==> src/hdl/gstb_pkg.sv <==
// gstb_pkg: shared types and constants of the gradient stop table baker
// used by gstb_front, gstb_back and the top level; no dependencies
package gstb_pkg;

  localparam int MAX_STOPS = 16;
  localparam int STOP_AW   = $clog2(MAX_STOPS);
  localparam int CNT_W     = $clog2(MAX_STOPS + 1);

  localparam int POS_W   = 9;
  localparam int COLOR_W = 32;
  localparam int CHAN_W  = 8;
  localparam int IDX_W   = 8;
  localparam int STOP_W  = POS_W + COLOR_W;

  // span lengths and offsets reach 512 in wrap mode
  localparam int SPAN_W = POS_W + 1;
  localparam int NUM_W  = CHAN_W + SPAN_W;
  localparam int DIV_CW = $clog2(NUM_W);

  localparam logic [POS_W-1:0]   POS_ONE      = 9'd256;
  localparam logic [SPAN_W-1:0]  SPAN_ONE     = 10'd256;
  localparam logic [COLOR_W-1:0] OPAQUE_BLACK = 32'h0000_00FF;

  localparam logic [1:0] ACT_CLEAR  = 2'd0;
  localparam logic [1:0] ACT_APPEND = 2'd1;
  localparam logic [1:0] ACT_READ   = 2'd2;

  typedef enum logic [1:0] {
    CMD_CLEAR,
    CMD_APPEND,
    CMD_READ
  } cmd_kind_t;

  typedef struct packed {
    cmd_kind_t            kind;
    logic [POS_W-1:0]     pos;
    logic [COLOR_W-1:0]   color;
    logic [IDX_W-1:0]     idx;
  } cmd_t;

endpackage

==> src/hdl/gstb_ram.sv <==
// gstb_ram: generic single-write, single-read RAM with registered read data
// no package dependencies
module gstb_ram #(
  parameter int WIDTH = 8,
  parameter int DEPTH = 16
) (
  input  logic                     clk,
  input  logic                     we,
  input  logic [$clog2(DEPTH)-1:0] waddr,
  input  logic [WIDTH-1:0]         wdata,
  input  logic [$clog2(DEPTH)-1:0] raddr,
  output logic [WIDTH-1:0]         rdata
);

  logic [WIDTH-1:0] mem [DEPTH];

  always_ff @(posedge clk) begin
    if (we) begin
      mem[waddr] <= wdata;
    end
    rdata <= mem[raddr];
  end

endmodule

==> src/hdl/gstb_front.sv <==
// gstb_front: accepts input transactions, decodes the action and queues
// commands for the back end in a two-entry queue; uses gstb_pkg
module gstb_front (
  input  logic                         clk,
  input  logic                         rst_n,
  input  logic                         in_valid,
  output logic                         in_stall,
  input  logic [1:0]                   in_action,
  input  logic [gstb_pkg::POS_W-1:0]   in_stop_position,
  input  logic [gstb_pkg::CHAN_W-1:0]  in_stop_red,
  input  logic [gstb_pkg::CHAN_W-1:0]  in_stop_green,
  input  logic [gstb_pkg::CHAN_W-1:0]  in_stop_blue,
  input  logic [gstb_pkg::CHAN_W-1:0]  in_stop_alpha,
  input  logic [gstb_pkg::IDX_W-1:0]   in_entry_index,
  output logic                         cmd_valid,
  output gstb_pkg::cmd_t               cmd,
  input  logic                         cmd_pop
);

  gstb_pkg::cmd_t q_r [2];
  logic [1:0]     fill_r, fill_nxt;
  logic           wr_ptr_r, wr_ptr_nxt;
  logic           rd_ptr_r, rd_ptr_nxt;

  gstb_pkg::cmd_t new_cmd;
  logic           known;
  logic           push;

  // decode and saturate the position
  always_comb begin
    new_cmd.pos   = (in_stop_position > gstb_pkg::POS_ONE) ? gstb_pkg::POS_ONE
                                                           : in_stop_position;
    new_cmd.color = {in_stop_red, in_stop_green, in_stop_blue, in_stop_alpha};
    new_cmd.idx   = in_entry_index;
    new_cmd.kind  = gstb_pkg::CMD_CLEAR;
    known         = 1'b1;
    unique case (in_action)
      gstb_pkg::ACT_CLEAR:  new_cmd.kind = gstb_pkg::CMD_CLEAR;
      gstb_pkg::ACT_APPEND: new_cmd.kind = gstb_pkg::CMD_APPEND;
      gstb_pkg::ACT_READ:   new_cmd.kind = gstb_pkg::CMD_READ;
      default:              known = 1'b0;
    endcase
  end

  assign in_stall  = (fill_r == 2'd2);
  assign push      = in_valid && !in_stall && known;
  assign cmd_valid = (fill_r != 2'd0);
  assign cmd       = q_r[rd_ptr_r];

  always_comb begin
    wr_ptr_nxt = push ? ~wr_ptr_r : wr_ptr_r;
    rd_ptr_nxt = cmd_pop ? ~rd_ptr_r : rd_ptr_r;
    fill_nxt   = fill_r + 2'(push) - 2'(cmd_pop);
  end

  always_ff @(posedge clk) begin
    if (!rst_n) begin
      fill_r   <= '0;
      wr_ptr_r <= 1'b0;
      rd_ptr_r <= 1'b0;
    end else begin
      fill_r   <= fill_nxt;
      wr_ptr_r <= wr_ptr_nxt;
      rd_ptr_r <= rd_ptr_nxt;
    end
  end

  always_ff @(posedge clk) begin
    if (push) begin
      q_r[wr_ptr_r] <= new_cmd;
    end
  end

endmodule

==> src/hdl/gstb_back.sv <==
// gstb_back: executes queued commands against the stop memory, searches the
// stops serially and interpolates with four serial dividers; uses gstb_pkg, gstb_ram
module gstb_back (
  input  logic                          clk,
  input  logic                          rst_n,
  input  logic                          wrap_mode,
  input  logic                          cmd_valid,
  input  gstb_pkg::cmd_t                cmd,
  output logic                          cmd_pop,
  output logic                          out_valid,
  input  logic                          out_stall,
  output logic [gstb_pkg::IDX_W-1:0]    out_entry_number,
  output logic [gstb_pkg::COLOR_W-1:0]  out_color
);

  localparam int AW  = gstb_pkg::STOP_AW;
  localparam int CW  = gstb_pkg::CNT_W;
  localparam int PW  = gstb_pkg::POS_W;
  localparam int SW  = gstb_pkg::SPAN_W;
  localparam int NW  = gstb_pkg::NUM_W;
  localparam int KW  = gstb_pkg::CHAN_W;
  localparam int XW  = gstb_pkg::COLOR_W;

  typedef enum logic [2:0] {
    ST_IDLE,
    ST_RD0,
    ST_RDL,
    ST_SRCH,
    ST_MUL,
    ST_DIV,
    ST_FIX,
    ST_DONE
  } state_t;

  state_t                 state_r, state_nxt;
  logic [CW-1:0]          count_r, count_nxt;
  logic [AW-1:0]          addr_r, addr_nxt;
  logic [gstb_pkg::IDX_W-1:0] j_r, j_nxt;
  logic [PW-1:0]          pf_r, pf_nxt, pl_r, pl_nxt, hi_pos_r, hi_pos_nxt;
  logic [XW-1:0]          cf_r, cf_nxt, cl_r, cl_nxt, hi_col_r, hi_col_nxt;
  logic [XW-1:0]          color_r, color_nxt;
  logic [SW-1:0]          n_r, n_nxt, d_r, d_nxt;
  logic [gstb_pkg::DIV_CW-1:0] div_cnt_r, div_cnt_nxt;
  logic [KW-1:0]          a_r [4], a_nxt [4];
  logic [KW-1:0]          absd_r [4], absd_nxt [4];
  logic                   neg_r [4], neg_nxt [4];
  logic [NW-1:0]          num_r [4], num_nxt [4];
  logic [SW-1:0]          rem_r [4], rem_nxt [4];
  logic                   out_valid_r, out_valid_nxt;
  logic [gstb_pkg::IDX_W-1:0] out_entry_r, out_entry_nxt;
  logic [XW-1:0]          out_color_r, out_color_nxt;

  logic                   ram_we;
  logic [gstb_pkg::STOP_W-1:0] ram_rdata;
  logic [PW-1:0]          rd_pos;
  logic [XW-1:0]          rd_color;
  logic [PW-1:0]          j9;
  logic [CW-1:0]          cnt_m1, cnt_m2;

  logic                   blend_go;
  logic [XW-1:0]          bl_ca, bl_cb;
  logic [SW-1:0]          bl_n, bl_d;
  logic [SW:0]            rem_sh [4];
  logic [KW:0]            fix_v [4];
  logic [KW-1:0]          ch_a [4], ch_b [4];

  gstb_ram #(
    .WIDTH (gstb_pkg::STOP_W),
    .DEPTH (gstb_pkg::MAX_STOPS)
  ) u_stops (
    .clk   (clk),
    .we    (ram_we),
    .waddr (count_r[AW-1:0]),
    .wdata ({cmd.pos, cmd.color}),
    .raddr (addr_nxt),
    .rdata (ram_rdata)
  );

  assign rd_pos   = ram_rdata[gstb_pkg::STOP_W-1 -: PW];
  assign rd_color = ram_rdata[XW-1:0];
  assign j9       = {1'b0, j_r};
  assign cnt_m1   = count_r - CW'(1);
  assign cnt_m2   = count_r - CW'(2);

  always_comb begin
    state_nxt     = state_r;
    count_nxt     = count_r;
    addr_nxt      = addr_r;
    j_nxt         = j_r;
    pf_nxt        = pf_r;
    cf_nxt        = cf_r;
    pl_nxt        = pl_r;
    cl_nxt        = cl_r;
    hi_pos_nxt    = hi_pos_r;
    hi_col_nxt    = hi_col_r;
    color_nxt     = color_r;
    n_nxt         = n_r;
    d_nxt         = d_r;
    div_cnt_nxt   = div_cnt_r;
    out_entry_nxt = out_entry_r;
    out_color_nxt = out_color_r;
    out_valid_nxt = out_valid_r && out_stall;
    cmd_pop       = 1'b0;
    ram_we        = 1'b0;
    blend_go      = 1'b0;
    bl_ca         = cl_r;
    bl_cb         = cf_r;
    bl_n          = '0;
    bl_d          = '0;
    for (int k = 0; k < 4; k++) begin
      a_nxt[k]    = a_r[k];
      absd_nxt[k] = absd_r[k];
      neg_nxt[k]  = neg_r[k];
      num_nxt[k]  = num_r[k];
      rem_nxt[k]  = rem_r[k];
      rem_sh[k]   = {rem_r[k], num_r[k][NW-1]};
      fix_v[k]    = '0;
      ch_a[k]     = '0;
      ch_b[k]     = '0;
    end

    unique case (state_r)
      ST_IDLE: begin
        if (cmd_valid) begin
          cmd_pop = 1'b1;
          unique case (cmd.kind)
            gstb_pkg::CMD_CLEAR: count_nxt = '0;
            gstb_pkg::CMD_APPEND: begin
              // appends beyond capacity are dropped
              if (count_r < CW'(gstb_pkg::MAX_STOPS)) begin
                ram_we    = 1'b1;
                count_nxt = count_r + CW'(1);
              end
            end
            gstb_pkg::CMD_READ: begin
              j_nxt = cmd.idx;
              if (count_r == '0) begin
                color_nxt = gstb_pkg::OPAQUE_BLACK;
                state_nxt = ST_DONE;
              end else begin
                addr_nxt  = '0;
                state_nxt = ST_RD0;
              end
            end
            default: ;
          endcase
        end
      end

      ST_RD0: begin
        pf_nxt = rd_pos;
        cf_nxt = rd_color;
        if (count_r == CW'(1)) begin
          color_nxt = rd_color;
          state_nxt = ST_DONE;
        end else begin
          addr_nxt  = cnt_m1[AW-1:0];
          state_nxt = ST_RDL;
        end
      end

      ST_RDL: begin
        pl_nxt     = rd_pos;
        cl_nxt     = rd_color;
        hi_pos_nxt = rd_pos;
        hi_col_nxt = rd_color;
        if (j9 >= rd_pos) begin
          // trailing region
          if (wrap_mode) begin
            blend_go  = 1'b1;
            bl_ca     = rd_color;
            bl_cb     = cf_r;
            bl_n      = {1'b0, j9} - {1'b0, rd_pos};
            bl_d      = {1'b0, pf_r} + gstb_pkg::SPAN_ONE - {1'b0, rd_pos};
            state_nxt = ST_MUL;
          end else begin
            color_nxt = rd_color;
            state_nxt = ST_DONE;
          end
        end else begin
          addr_nxt  = cnt_m2[AW-1:0];
          state_nxt = ST_SRCH;
        end
      end

      ST_SRCH: begin
        // rd_pos/rd_color is the lower stop of the span ending at hi_pos_r
        if (rd_pos <= j9 && j9 < hi_pos_r) begin
          blend_go  = 1'b1;
          bl_ca     = rd_color;
          bl_cb     = hi_col_r;
          bl_n      = {1'b0, j9} - {1'b0, rd_pos};
          bl_d      = {1'b0, hi_pos_r} - {1'b0, rd_pos};
          state_nxt = ST_MUL;
        end else begin
          hi_pos_nxt = rd_pos;
          hi_col_nxt = rd_color;
          if (addr_r == '0) begin
            // leading region, or nothing covers the entry
            if (j9 < pf_r) begin
              if (wrap_mode) begin
                blend_go  = 1'b1;
                bl_ca     = cl_r;
                bl_cb     = cf_r;
                bl_n      = {1'b0, j9} + gstb_pkg::SPAN_ONE - {1'b0, pl_r};
                bl_d      = {1'b0, pf_r} + gstb_pkg::SPAN_ONE - {1'b0, pl_r};
                state_nxt = ST_MUL;
              end else begin
                color_nxt = cf_r;
                state_nxt = ST_DONE;
              end
            end else begin
              color_nxt = gstb_pkg::OPAQUE_BLACK;
              state_nxt = ST_DONE;
            end
          end else begin
            addr_nxt = addr_r - AW'(1);
          end
        end
      end

      ST_MUL: begin
        for (int k = 0; k < 4; k++) begin
          num_nxt[k] = NW'(absd_r[k]) * NW'(n_r);
          rem_nxt[k] = '0;
        end
        div_cnt_nxt = gstb_pkg::DIV_CW'(NW - 1);
        state_nxt   = ST_DIV;
      end

      ST_DIV: begin
        // one restoring step per cycle in each lane
        for (int k = 0; k < 4; k++) begin
          if (rem_sh[k] >= {1'b0, d_r}) begin
            rem_nxt[k] = SW'(rem_sh[k] - {1'b0, d_r});
            num_nxt[k] = {num_r[k][NW-2:0], 1'b1};
          end else begin
            rem_nxt[k] = rem_sh[k][SW-1:0];
            num_nxt[k] = {num_r[k][NW-2:0], 1'b0};
          end
        end
        if (div_cnt_r == '0) begin
          state_nxt = ST_FIX;
        end else begin
          div_cnt_nxt = div_cnt_r - gstb_pkg::DIV_CW'(1);
        end
      end

      ST_FIX: begin
        // falling channels round toward minus infinity
        for (int k = 0; k < 4; k++) begin
          if (neg_r[k]) begin
            fix_v[k] = {1'b0, a_r[k]} - {1'b0, num_r[k][KW-1:0]}
                       - (KW+1)'(rem_r[k] != '0);
          end else begin
            fix_v[k] = {1'b0, a_r[k]} + {1'b0, num_r[k][KW-1:0]};
          end
          color_nxt[XW-1-KW*k -: KW] = fix_v[k][KW-1:0];
        end
        state_nxt = ST_DONE;
      end

      ST_DONE: begin
        if (!out_valid_r || !out_stall) begin
          out_valid_nxt = 1'b1;
          out_entry_nxt = j_r;
          out_color_nxt = color_r;
          state_nxt     = ST_IDLE;
        end
      end

      default: state_nxt = ST_IDLE;
    endcase

    if (blend_go) begin
      n_nxt = bl_n;
      d_nxt = bl_d;
      for (int k = 0; k < 4; k++) begin
        ch_a[k]     = bl_ca[XW-1-KW*k -: KW];
        ch_b[k]     = bl_cb[XW-1-KW*k -: KW];
        a_nxt[k]    = ch_a[k];
        neg_nxt[k]  = ch_b[k] < ch_a[k];
        absd_nxt[k] = (ch_b[k] < ch_a[k]) ? ch_a[k] - ch_b[k] : ch_b[k] - ch_a[k];
      end
    end
  end

  always_ff @(posedge clk) begin
    if (!rst_n) begin
      state_r     <= ST_IDLE;
      count_r     <= '0;
      out_valid_r <= 1'b0;
    end else begin
      state_r     <= state_nxt;
      count_r     <= count_nxt;
      out_valid_r <= out_valid_nxt;
    end
    addr_r      <= addr_nxt;
    j_r         <= j_nxt;
    pf_r        <= pf_nxt;
    cf_r        <= cf_nxt;
    pl_r        <= pl_nxt;
    cl_r        <= cl_nxt;
    hi_pos_r    <= hi_pos_nxt;
    hi_col_r    <= hi_col_nxt;
    color_r     <= color_nxt;
    n_r         <= n_nxt;
    d_r         <= d_nxt;
    div_cnt_r   <= div_cnt_nxt;
    out_entry_r <= out_entry_nxt;
    out_color_r <= out_color_nxt;
    for (int k = 0; k < 4; k++) begin
      a_r[k]    <= a_nxt[k];
      absd_r[k] <= absd_nxt[k];
      neg_r[k]  <= neg_nxt[k];
      num_r[k]  <= num_nxt[k];
      rem_r[k]  <= rem_nxt[k];
    end
  end

  assign out_valid        = out_valid_r;
  assign out_entry_number = out_entry_r;
  assign out_color        = out_color_r;

endmodule

==> src/hdl/gradient_stop_table_baker.sv <==
// gradient_stop_table_baker: top level, wrap mode register and the two halves
// depends on gstb_pkg, gstb_front, gstb_back (which holds gstb_ram)
// Usage:
//   Input channel (in_valid/in_stall) carries one action per transaction:
//   clear the stop list, append a stop, or read one of 256 table entries.
//   Only reads produce a transaction on the result channel (out_valid/out_stall),
//   which echoes the entry index together with its RGBA color.
//   cfg_write_en/cfg_wrap_mode write the wrap mode bit; do it while idle.
//   A two-entry command queue sits between the decode side and the
//   execution side, so input is taken while a result waits to be drained.
// Sequence:
//   clear and append complete in the idle state of the execution side.
//   A read with no stops goes straight to the done state; otherwise it reads
//   the first stop (the result with one stop), then the last stop (the result
//   at or past it without wrap), then takes up to MAX_STOPS-1 serial search
//   steps; an interpolation adds the multiply, the 18-step serial divide and the fix-up.
//   The serial stop search and the serial divider set how long a read takes.
// Reset: the stop list is empty, wrap mode is off, both channels are idle.
// A stalled result holds in the output register; further reads wait for it
// while the queue keeps taking input until it is full.
module gradient_stop_table_baker (
  input  logic                         clk,
  input  logic                         rst_n,
  input  logic                         cfg_write_en,
  input  logic                         cfg_wrap_mode,
  input  logic                         in_valid,
  output logic                         in_stall,
  input  logic [1:0]                   in_action,
  input  logic [gstb_pkg::POS_W-1:0]   in_stop_position,
  input  logic [gstb_pkg::CHAN_W-1:0]  in_stop_red,
  input  logic [gstb_pkg::CHAN_W-1:0]  in_stop_green,
  input  logic [gstb_pkg::CHAN_W-1:0]  in_stop_blue,
  input  logic [gstb_pkg::CHAN_W-1:0]  in_stop_alpha,
  input  logic [gstb_pkg::IDX_W-1:0]   in_entry_index,
  output logic                         out_valid,
  input  logic                         out_stall,
  output logic [gstb_pkg::IDX_W-1:0]   out_entry_number,
  output logic [gstb_pkg::CHAN_W-1:0]  out_red,
  output logic [gstb_pkg::CHAN_W-1:0]  out_green,
  output logic [gstb_pkg::CHAN_W-1:0]  out_blue,
  output logic [gstb_pkg::CHAN_W-1:0]  out_alpha
);

  logic                          wrap_r;
  logic                          cmd_valid;
  logic                          cmd_pop;
  gstb_pkg::cmd_t                cmd;
  logic [gstb_pkg::COLOR_W-1:0]  color;

  always_ff @(posedge clk) begin
    if (!rst_n) begin
      wrap_r <= 1'b0;
    end else if (cfg_write_en) begin
      wrap_r <= cfg_wrap_mode;
    end
  end

  gstb_front u_front (
    .clk              (clk),
    .rst_n            (rst_n),
    .in_valid         (in_valid),
    .in_stall         (in_stall),
    .in_action        (in_action),
    .in_stop_position (in_stop_position),
    .in_stop_red      (in_stop_red),
    .in_stop_green    (in_stop_green),
    .in_stop_blue     (in_stop_blue),
    .in_stop_alpha    (in_stop_alpha),
    .in_entry_index   (in_entry_index),
    .cmd_valid        (cmd_valid),
    .cmd              (cmd),
    .cmd_pop          (cmd_pop)
  );

  gstb_back u_back (
    .clk              (clk),
    .rst_n            (rst_n),
    .wrap_mode        (wrap_r),
    .cmd_valid        (cmd_valid),
    .cmd              (cmd),
    .cmd_pop          (cmd_pop),
    .out_valid        (out_valid),
    .out_stall        (out_stall),
    .out_entry_number (out_entry_number),
    .out_color        (color)
  );

  assign out_red   = color[31:24];
  assign out_green = color[23:16];
  assign out_blue  = color[15:8];
  assign out_alpha = color[7:0];

endmodule
==> config.mk <==
export PLATFORM = sky130hd
export DESIGN_NAME = gradient_stop_table_baker
export DESIGN_NICKNAME = d
export VERILOG_FILES = /design/src/hdl/gstb_pkg.sv /design/src/hdl/gstb_ram.sv /design/src/hdl/gstb_front.sv /design/src/hdl/gstb_back.sv /design/src/hdl/gradient_stop_table_baker.sv
export SDC_FILE = /design/constraint.sdc
export NUM_CORES = 2
export LEC_CHECK = 0
export BUFFER_PORTS_ARGS = -buffer_cell sky130_fd_sc_hd__clkbuf_2
export CAP_MARGIN = 15
export CORE_MARGIN = 2
export CORE_UTILIZATION = 46
export DETAILED_ROUTE_END_ITERATION = 10
export SYNTH_ARGS = -nofsm -noshare
export SYNTH_HDL_FRONTEND = slang
export SYNTH_HIERARCHICAL = 1
export SYNTH_SLANG_ARGS = --single-unit
==> constraint.sdc <==
create_clock -name clk -period 22.4 [get_ports clk]
set_input_delay 4.48 -clock clk [delete_from_list [all_inputs] [get_ports clk]]
set_output_delay 4.48 -clock clk [all_outputs]
set_load 0.02 [all_outputs]
=== After elaboration in Yosys (flattened, before gate mapping) ===
Memory sizes are Yosys's and may differ from the RTL's. A register that Yosys moved wholly into a read port is not among the register bits.
Index checks and enable logic that the tools add are counted.

* $add $sub $neg: 38
* Multipliers: 4
* $lt $le $gt $ge: 14
* Equality and inequality tests: 27
* Multiplexer cells: 103
* Bitwise logic cells: 2
* Reductions and logical operators: 31

{| class="wikitable"
|+ Operators with widths
! operator !! number
|-
| $mux W32 || 18
|-
| $mux W10 || 16
|-
| $pmux W32 S5 || 1
|-
| $pmux W72 S2 || 1
|-
| $pmux W32 S2 || 2
|-
| $sub A8 B8 Y8 || 12
|-
| $pmux W40 S2 || 1
|-
| $mul A8 B10 Y18 || 4
|-
| $mux W8 || 8
|-
| $ge A11 B10 Y1 || 4
|-
| $pmux W10 S2 || 2
|-
| $reduce_bool A10 Y1 || 4
|-
| $sub A10 B10 Y10 || 4
|-
| $add A8 B8 Y8 || 4
|-
| $lt A8 B8 Y1 || 4
|-
| $mux W4 || 8
|-
| $sub A8 B1 Y8 || 4
|-
| $sub A10 B9 Y10 || 3
|-
| $mux W3 || 9
|-
| $mux W1 || 24
|-
| $pmux W3 S8 || 1
|-
| $pmux W5 S2 || 2
|-
| $lt A8 B9 Y1 || 2
|-
| $mux W9 || 2
|-
| 46 further kinds || 79
|}

* Bits in registers: 246
* Bits in writable memories: 938
* Input port bits: 57
* Output and inout bits: 42
* Logic and storage cells: 247
* Memories: 7

{| class="wikitable"
|+ Memory list
! memory !! words !! bits a word !! read ports !! clocked after memory_dff !! wr ports !! RTL line !! source
|-
| u_back.u_stops.mem || 16 || 41 || 1 || 1 || 1 || gstb_ram.sv:15 || <nowiki>logic [WIDTH-1:0] mem [DEPTH];</nowiki>
|-
| u_front.q_r || 2 || 51 || 1 || 1 || 1 || gstb_front.sv:20 || <nowiki>gstb_pkg::cmd_t q_r [2];</nowiki>
|-
| u_back.num_r || 4 || 18 || 4 || 0 || 4 || gstb_back.sv:47 || <nowiki>logic [NW-1:0] num_r [4], num_nxt [4];</nowiki>
|-
| u_back.rem_r || 4 || 10 || 4 || 0 || 4 || gstb_back.sv:48 || <nowiki>logic [SW-1:0] rem_r [4], rem_nxt [4];</nowiki>
|-
| u_back.a_r || 4 || 8 || 4 || 0 || 4 || gstb_back.sv:44 || <nowiki>logic [KW-1:0] a_r [4], a_nxt [4];</nowiki>
|-
| u_back.absd_r || 4 || 8 || 4 || 0 || 4 || gstb_back.sv:45 || <nowiki>logic [KW-1:0] absd_r [4], absd_nxt [4];</nowiki>
|-
| 1 more memories || - || - || - || - || - || - ||
|}

=== Depth between registers and ports, before layout ===
* Depth in word-level cells: 7
* Depth in mapped cells: 25

=== Hierarchy ===
The synthesis kept the hierarchy.

{| class="wikitable"
|+ Modules (own cells, without submodules)
! module !! instances !! cells an instance !! area each (sq um)
|-
| gstb_back || 1 || 3,596 || 35,932.0
|-
| gstb_ram || 1 || 1,066 || 25,369.3
|-
| gstb_front || 1 || 195 || 4,255.3
|-
| gradient_stop_table_baker || 1 || 3 || 36.3
|}

=== Least setup slack after synthesis ===
No wires, ideal clock.

* Path kind: input port to flip-flop
* Start point: input port in_action[0]
* End point: memory u_front/q_r[0][0] (netlist name), enable pin
* Library setup time: 460 ps
* Arrival: 6,819 ps
* Data required time: 21,940 ps
* Slack: 15,122 ps
* Cell stages on the path: 3
* Buffers on the path: 0
* Cells stage by stage: nand2_1 -> nand3b_4 -> nor2_1

* Word-level cells in the longest chain between the ends: 6

{| class="wikitable"
|+ RTL lines
! what !! RTL line !! source
|-
| start: declaration || gradient_stop_table_baker.sv:28 || <nowiki>input logic [1:0] in_action,</nowiki>
|-
| $eq A2 B1 Y1 (tied with other cells) || gstb_front.sv:37 || <nowiki>unique case (in_action)</nowiki>
|-
| $reduce_or A3 Y1 (no source line) (*) || - ||
|-
| $mux W1 (*) || gstb_front.sv:37 ||
|-
| $logic_and A1 B1 Y1 (*) || gstb_front.sv:46 || <nowiki>assign push = in_valid && !in_stall && known;</nowiki>
|-
| $mux W1 (*) || gstb_front.sv:69 || <nowiki>if (push) begin</nowiki>
|-
| $mux W1 (not written as such) (*) || gstb_front.sv:70 || <nowiki>q_r[wr_ptr_r] <= new_cmd;</nowiki>
|-
| end: declaration || gstb_front.sv:20 ||
|}

Every way passes the cells marked *; elsewhere a longest branch is shown, timed or not.

==> results.cfg <==
[status]
outcome = complete, no violations

[worst_setup_path]
critPathKind = flop to flop
crit_buf_inv = 3
reg2reg_to = u_back/absd_r[3][6]
crit_top_cell = o21ai_0
ff2ff_setup_slack_ns = 16.31
critical_path_depth = 21
cp_cell_sequence = inv_1 -> ha_1 -> inv_1 -> fa_1 -> nand3_1 -> a311oi_2 -> a21o_1 -> nand2_1 -> nor2_4 -> buf_4 -> o21ai_0 -> ha_1 -> or3_1 -> a211oi_1 -> or2_1 -> mux2i_1 -> o21ai_0 -> a21oi_1 -> o21ai_0 -> a21oi_1 -> xnor2_1
required_ns = 22.89
cp.arrival_ns = 6.58
crit_path_end_kind = flop
cp_max_fo = 34
r2r-start = u_back/j_r[0]
cpMaxStageDelayCell = a21o_1
rr_worst_depth = 21
max_stage_delay_ns = 0.47
start_kind = flop
cpLargestDelayFamily = compound AO/OA/AOI/OAI gates

[clocking]
post_cts_resize_count = 0
clockBufferDepth = 3
cts_buffers = 134
cts.clk_slew.worst_paths_ns = 0.06
clk_latency_ns = 0.77
h-tree-depth = 4
cts_sinks = 1226
postCtsSetupBuffers = 0
cts-root-buf = clkbuf_16
cts_tree = done
ctsHoldBuffers = 0

[synth]
syn_nets = 5531
synth_edf_count = 1166
avgSynthCellArea_sq_um = 13.5
ys.flop_type = edfxtp_1
synth_area_sq_um = 65600
synth.ff_latch_count = 1226
async_flop_share = 0
seq_area_frac_synth = 0.552
synth_warnings = 6
ys_types = 88
syn_inst = 4860

[die]
die_h_microns = 382
die-area_sq_um = 146000
coreArea_sq_um = 142000
rows = 138
ios = 99
dieWidth_microns = 382
initial_core_util = 0.463

[min_path]
holdCritStartpoint = u_back/color_r[4]
whs_path_depth = 0
worstHoldEndpoint = u_back/out_color[4]
min_path_type = flop to flop

[routing]
wirelength_microns = 153000
vias = 38400
drc = 0
ant_nets = 0
drt_iter0_drc = 3325
vias_per_cell = 5.49
first_pass_iters = 6
routedWlPerCell_microns = 22.0

[final_layout]
final_core_util = 0.513
fillers = 12000
nets = 5659
area_growth_pct = 10.8
multiInputGateArea_sq_um = 26800
regArea_sq_um = 36200
final_layout_size_suffix_gt1_frac = 0.128

[sta]
rsz0062_at_grt = false
hold_viol = 0
tns_ns = 0
slew_violations = 0
fin_skew_ns = 0.0241
worst_pin_slew_ns = 1.08
setup_viol = 0
maxSlewHeadroom = 0.270
max_freq_mhz = 164
holdWs_ns = 0.417
period_needed_ns = 6.09
fin_crit_sh = 0.272

[global_routing]
grt_pass1_vias = 38700
grt_pass1_wl_microns = 234000
antenna_found_initial = 4
grt_use_total = 0.213
grt_max_degree = 165
grt-ovfl-total = 0

[job]
drv_cap = 0

[pwr]
powerDensity_nw_per_um2 = 135
p_leak_nw = 28.1
vdd_ir_drop_max_mv = 0.142

[place]
gp_congestion = 0.887
port_buffers = 98
hpwl_microns = 99000
[kinds of logic after synthesis]
| group | synth area share |
|---|---|
| xor+xnor | 0.0238 |
| mux | 0.0776 |
| compound gates | 0.0786 |
| flops | 0.552 |
| buf+inv | 0.0423 |
| simple gates | 0.0835 |
| fa+ha+maj | 0.142 |
[per-stage QoR]
stage | instances | total power, W | cell area (sq um) | setup WS, ns
finish | 6987 | 0.00981 | 72600 | 16.31
global route | 6986 | 0.0105 | 72600 | 15.74
CTS | 6986 | 0.00991 | 72600 | 16.31
detailed placement | 6742 | 0.00774 | 68400 | 16.33
global placement | 6742 | 0.00769 | 68400 | 16.42
floorplan | 4860 | 0.00659 | 65600 | 15.12
[how the worst max path moves through the flow]
stage | start | endpoint | slack [ns]
after global routing | u_back/j_r[0] | u_back/absd_r[3][6] | 15.74
final | u_back/j_r[0] | u_back/absd_r[3][6] | 16.31
after global placement | in_action[0] | u_front/q_r[0][21] | 16.42
after CTS | u_back/j_r[0] | u_back/absd_r[3][6] | 16.31
after floorplan | in_action[0] | u_front/q_r[0][0] | 15.12
after detailed placement | u_back/j_r[0] | u_back/absd_r[3][6] | 16.33
[cells in the final DEF (no fill, tap or decap), types with 13 or more instances in the layout]
master | netlist | final
edfxtp_1 | 1166 | 1166
clkbuf_1 | 108 | 44
mux2_4 | 50 | 50
clkinv_1 | 1 | 20
a21boi_0 | 17 | 17
nor2b_1 | 37 | 34
clkbuf_2 | 0 | 98
a21o_1 | 73 | 73
nand2_1 | 368 | 365
a221o_1 | 15 | 15
a21oi_1 | 187 | 186
o22ai_1 | 20 | 19
a211oi_1 | 31 | 30
and2_1 | 287 | 285
nor3_1 | 31 | 27
o31ai_1 | 19 | 16
fa_1 | 218 | 218
nand2b_1 | 28 | 28
buf_4 | 13 | 64
or3_1 | 17 | 17
dfxtp_1 | 60 | 59
o21ai_0 | 118 | 118
a22oi_1 | 96 | 96
a31oi_1 | 25 | 25
mux2i_1 | 51 | 51
ha_1 | 396 | 396
clkbuf_16 | 0 | 139
xnor2_1 | 121 | 121
inv_1 | 521 | 519
o21a_1 | 54 | 54
nand4_1 | 19 | 19
nand3_1 | 31 | 30
nor2_1 | 218 | 201
mux4_2 | 164 | 164
o21bai_1 | 22 | 22
clkinv_2 | 0 | 13
xor2_1 | 57 | 57
nor2_4 | 0 | 17
nor4_1 | 13 | 13
[flip-flops by register name, indices dropped and copies added (netlist names), 32 cells and up, named ones only]
register and count:
u_back/cl_r 32, u_back/num_r 72, u_back/color_r 32, u_back/u_stops/rdata 41, u_back/u_stops/mem 656, u_back/cf_r 32, u_front/q_r 102, u_back/rem_r 40
u_back/a_r 32, u_back/hi_col_r 32, u_back/out_color 32, u_back/absd_r 32
[report_power, final]
group	leakage (nW)	internal [W]	switching (W)	total (W)
combinational	14.9	0.00185	0.00251	0.00435
sequential	11.1	0.00310	0.000222	0.00332
clock	2.06	0.00125	0.000888	0.00214
[cell type report]
cell class                 instances  share of cell area
tap                             1890              0.0326
sequential                      1226               0.499
clock buffer                     190              0.0515
multi-input combinational       2940               0.370
timing repair buffer             163              0.0136
inverter                         523              0.0270
clock inverter                    54             0.00716
antenna                            1           0.0000344
[synth_stat cells (all sizes together) (14+ instances only)]
library cell	instances	area, sq um
edfxtp	1166	35000
inv	522	1960
ha	396	4950
nand2	368	1380
and2	287	1800
fa	218	4360
nor2	218	818
a21oi	189	953
mux4	164	3690
xnor2	121	1060
o21ai	120	601
clkbuf	108	405
a22oi	96	721
a21o	73	548
buf	63	408
mux2	62	886
dfxtp	60	1200
xor2	57	499
o21a	54	405
mux2i	51	510
nor2b	38	245
nand3	34	185
nor3	32	165
a211oi	31	233
nand2b	28	175
a31oi	25	156
o21bai	22	165
o22ai	20	125
o31ai	20	155
nand4	19	119
a21boi	17	128
or3	17	106
a221o	15	150
nor4	14	93.8
[layer usage]
layer	GRT usage	vias to the layer above	part of all wire
met5	0	-	0
met4	0.0651	0	0.029
met3	0.0345	221	0.051
met2	0.348	953	0.48
met1	0.292	19400	0.44
li1	-	17800	-
No activity file was read; power rests on OpenSTA's default activity.
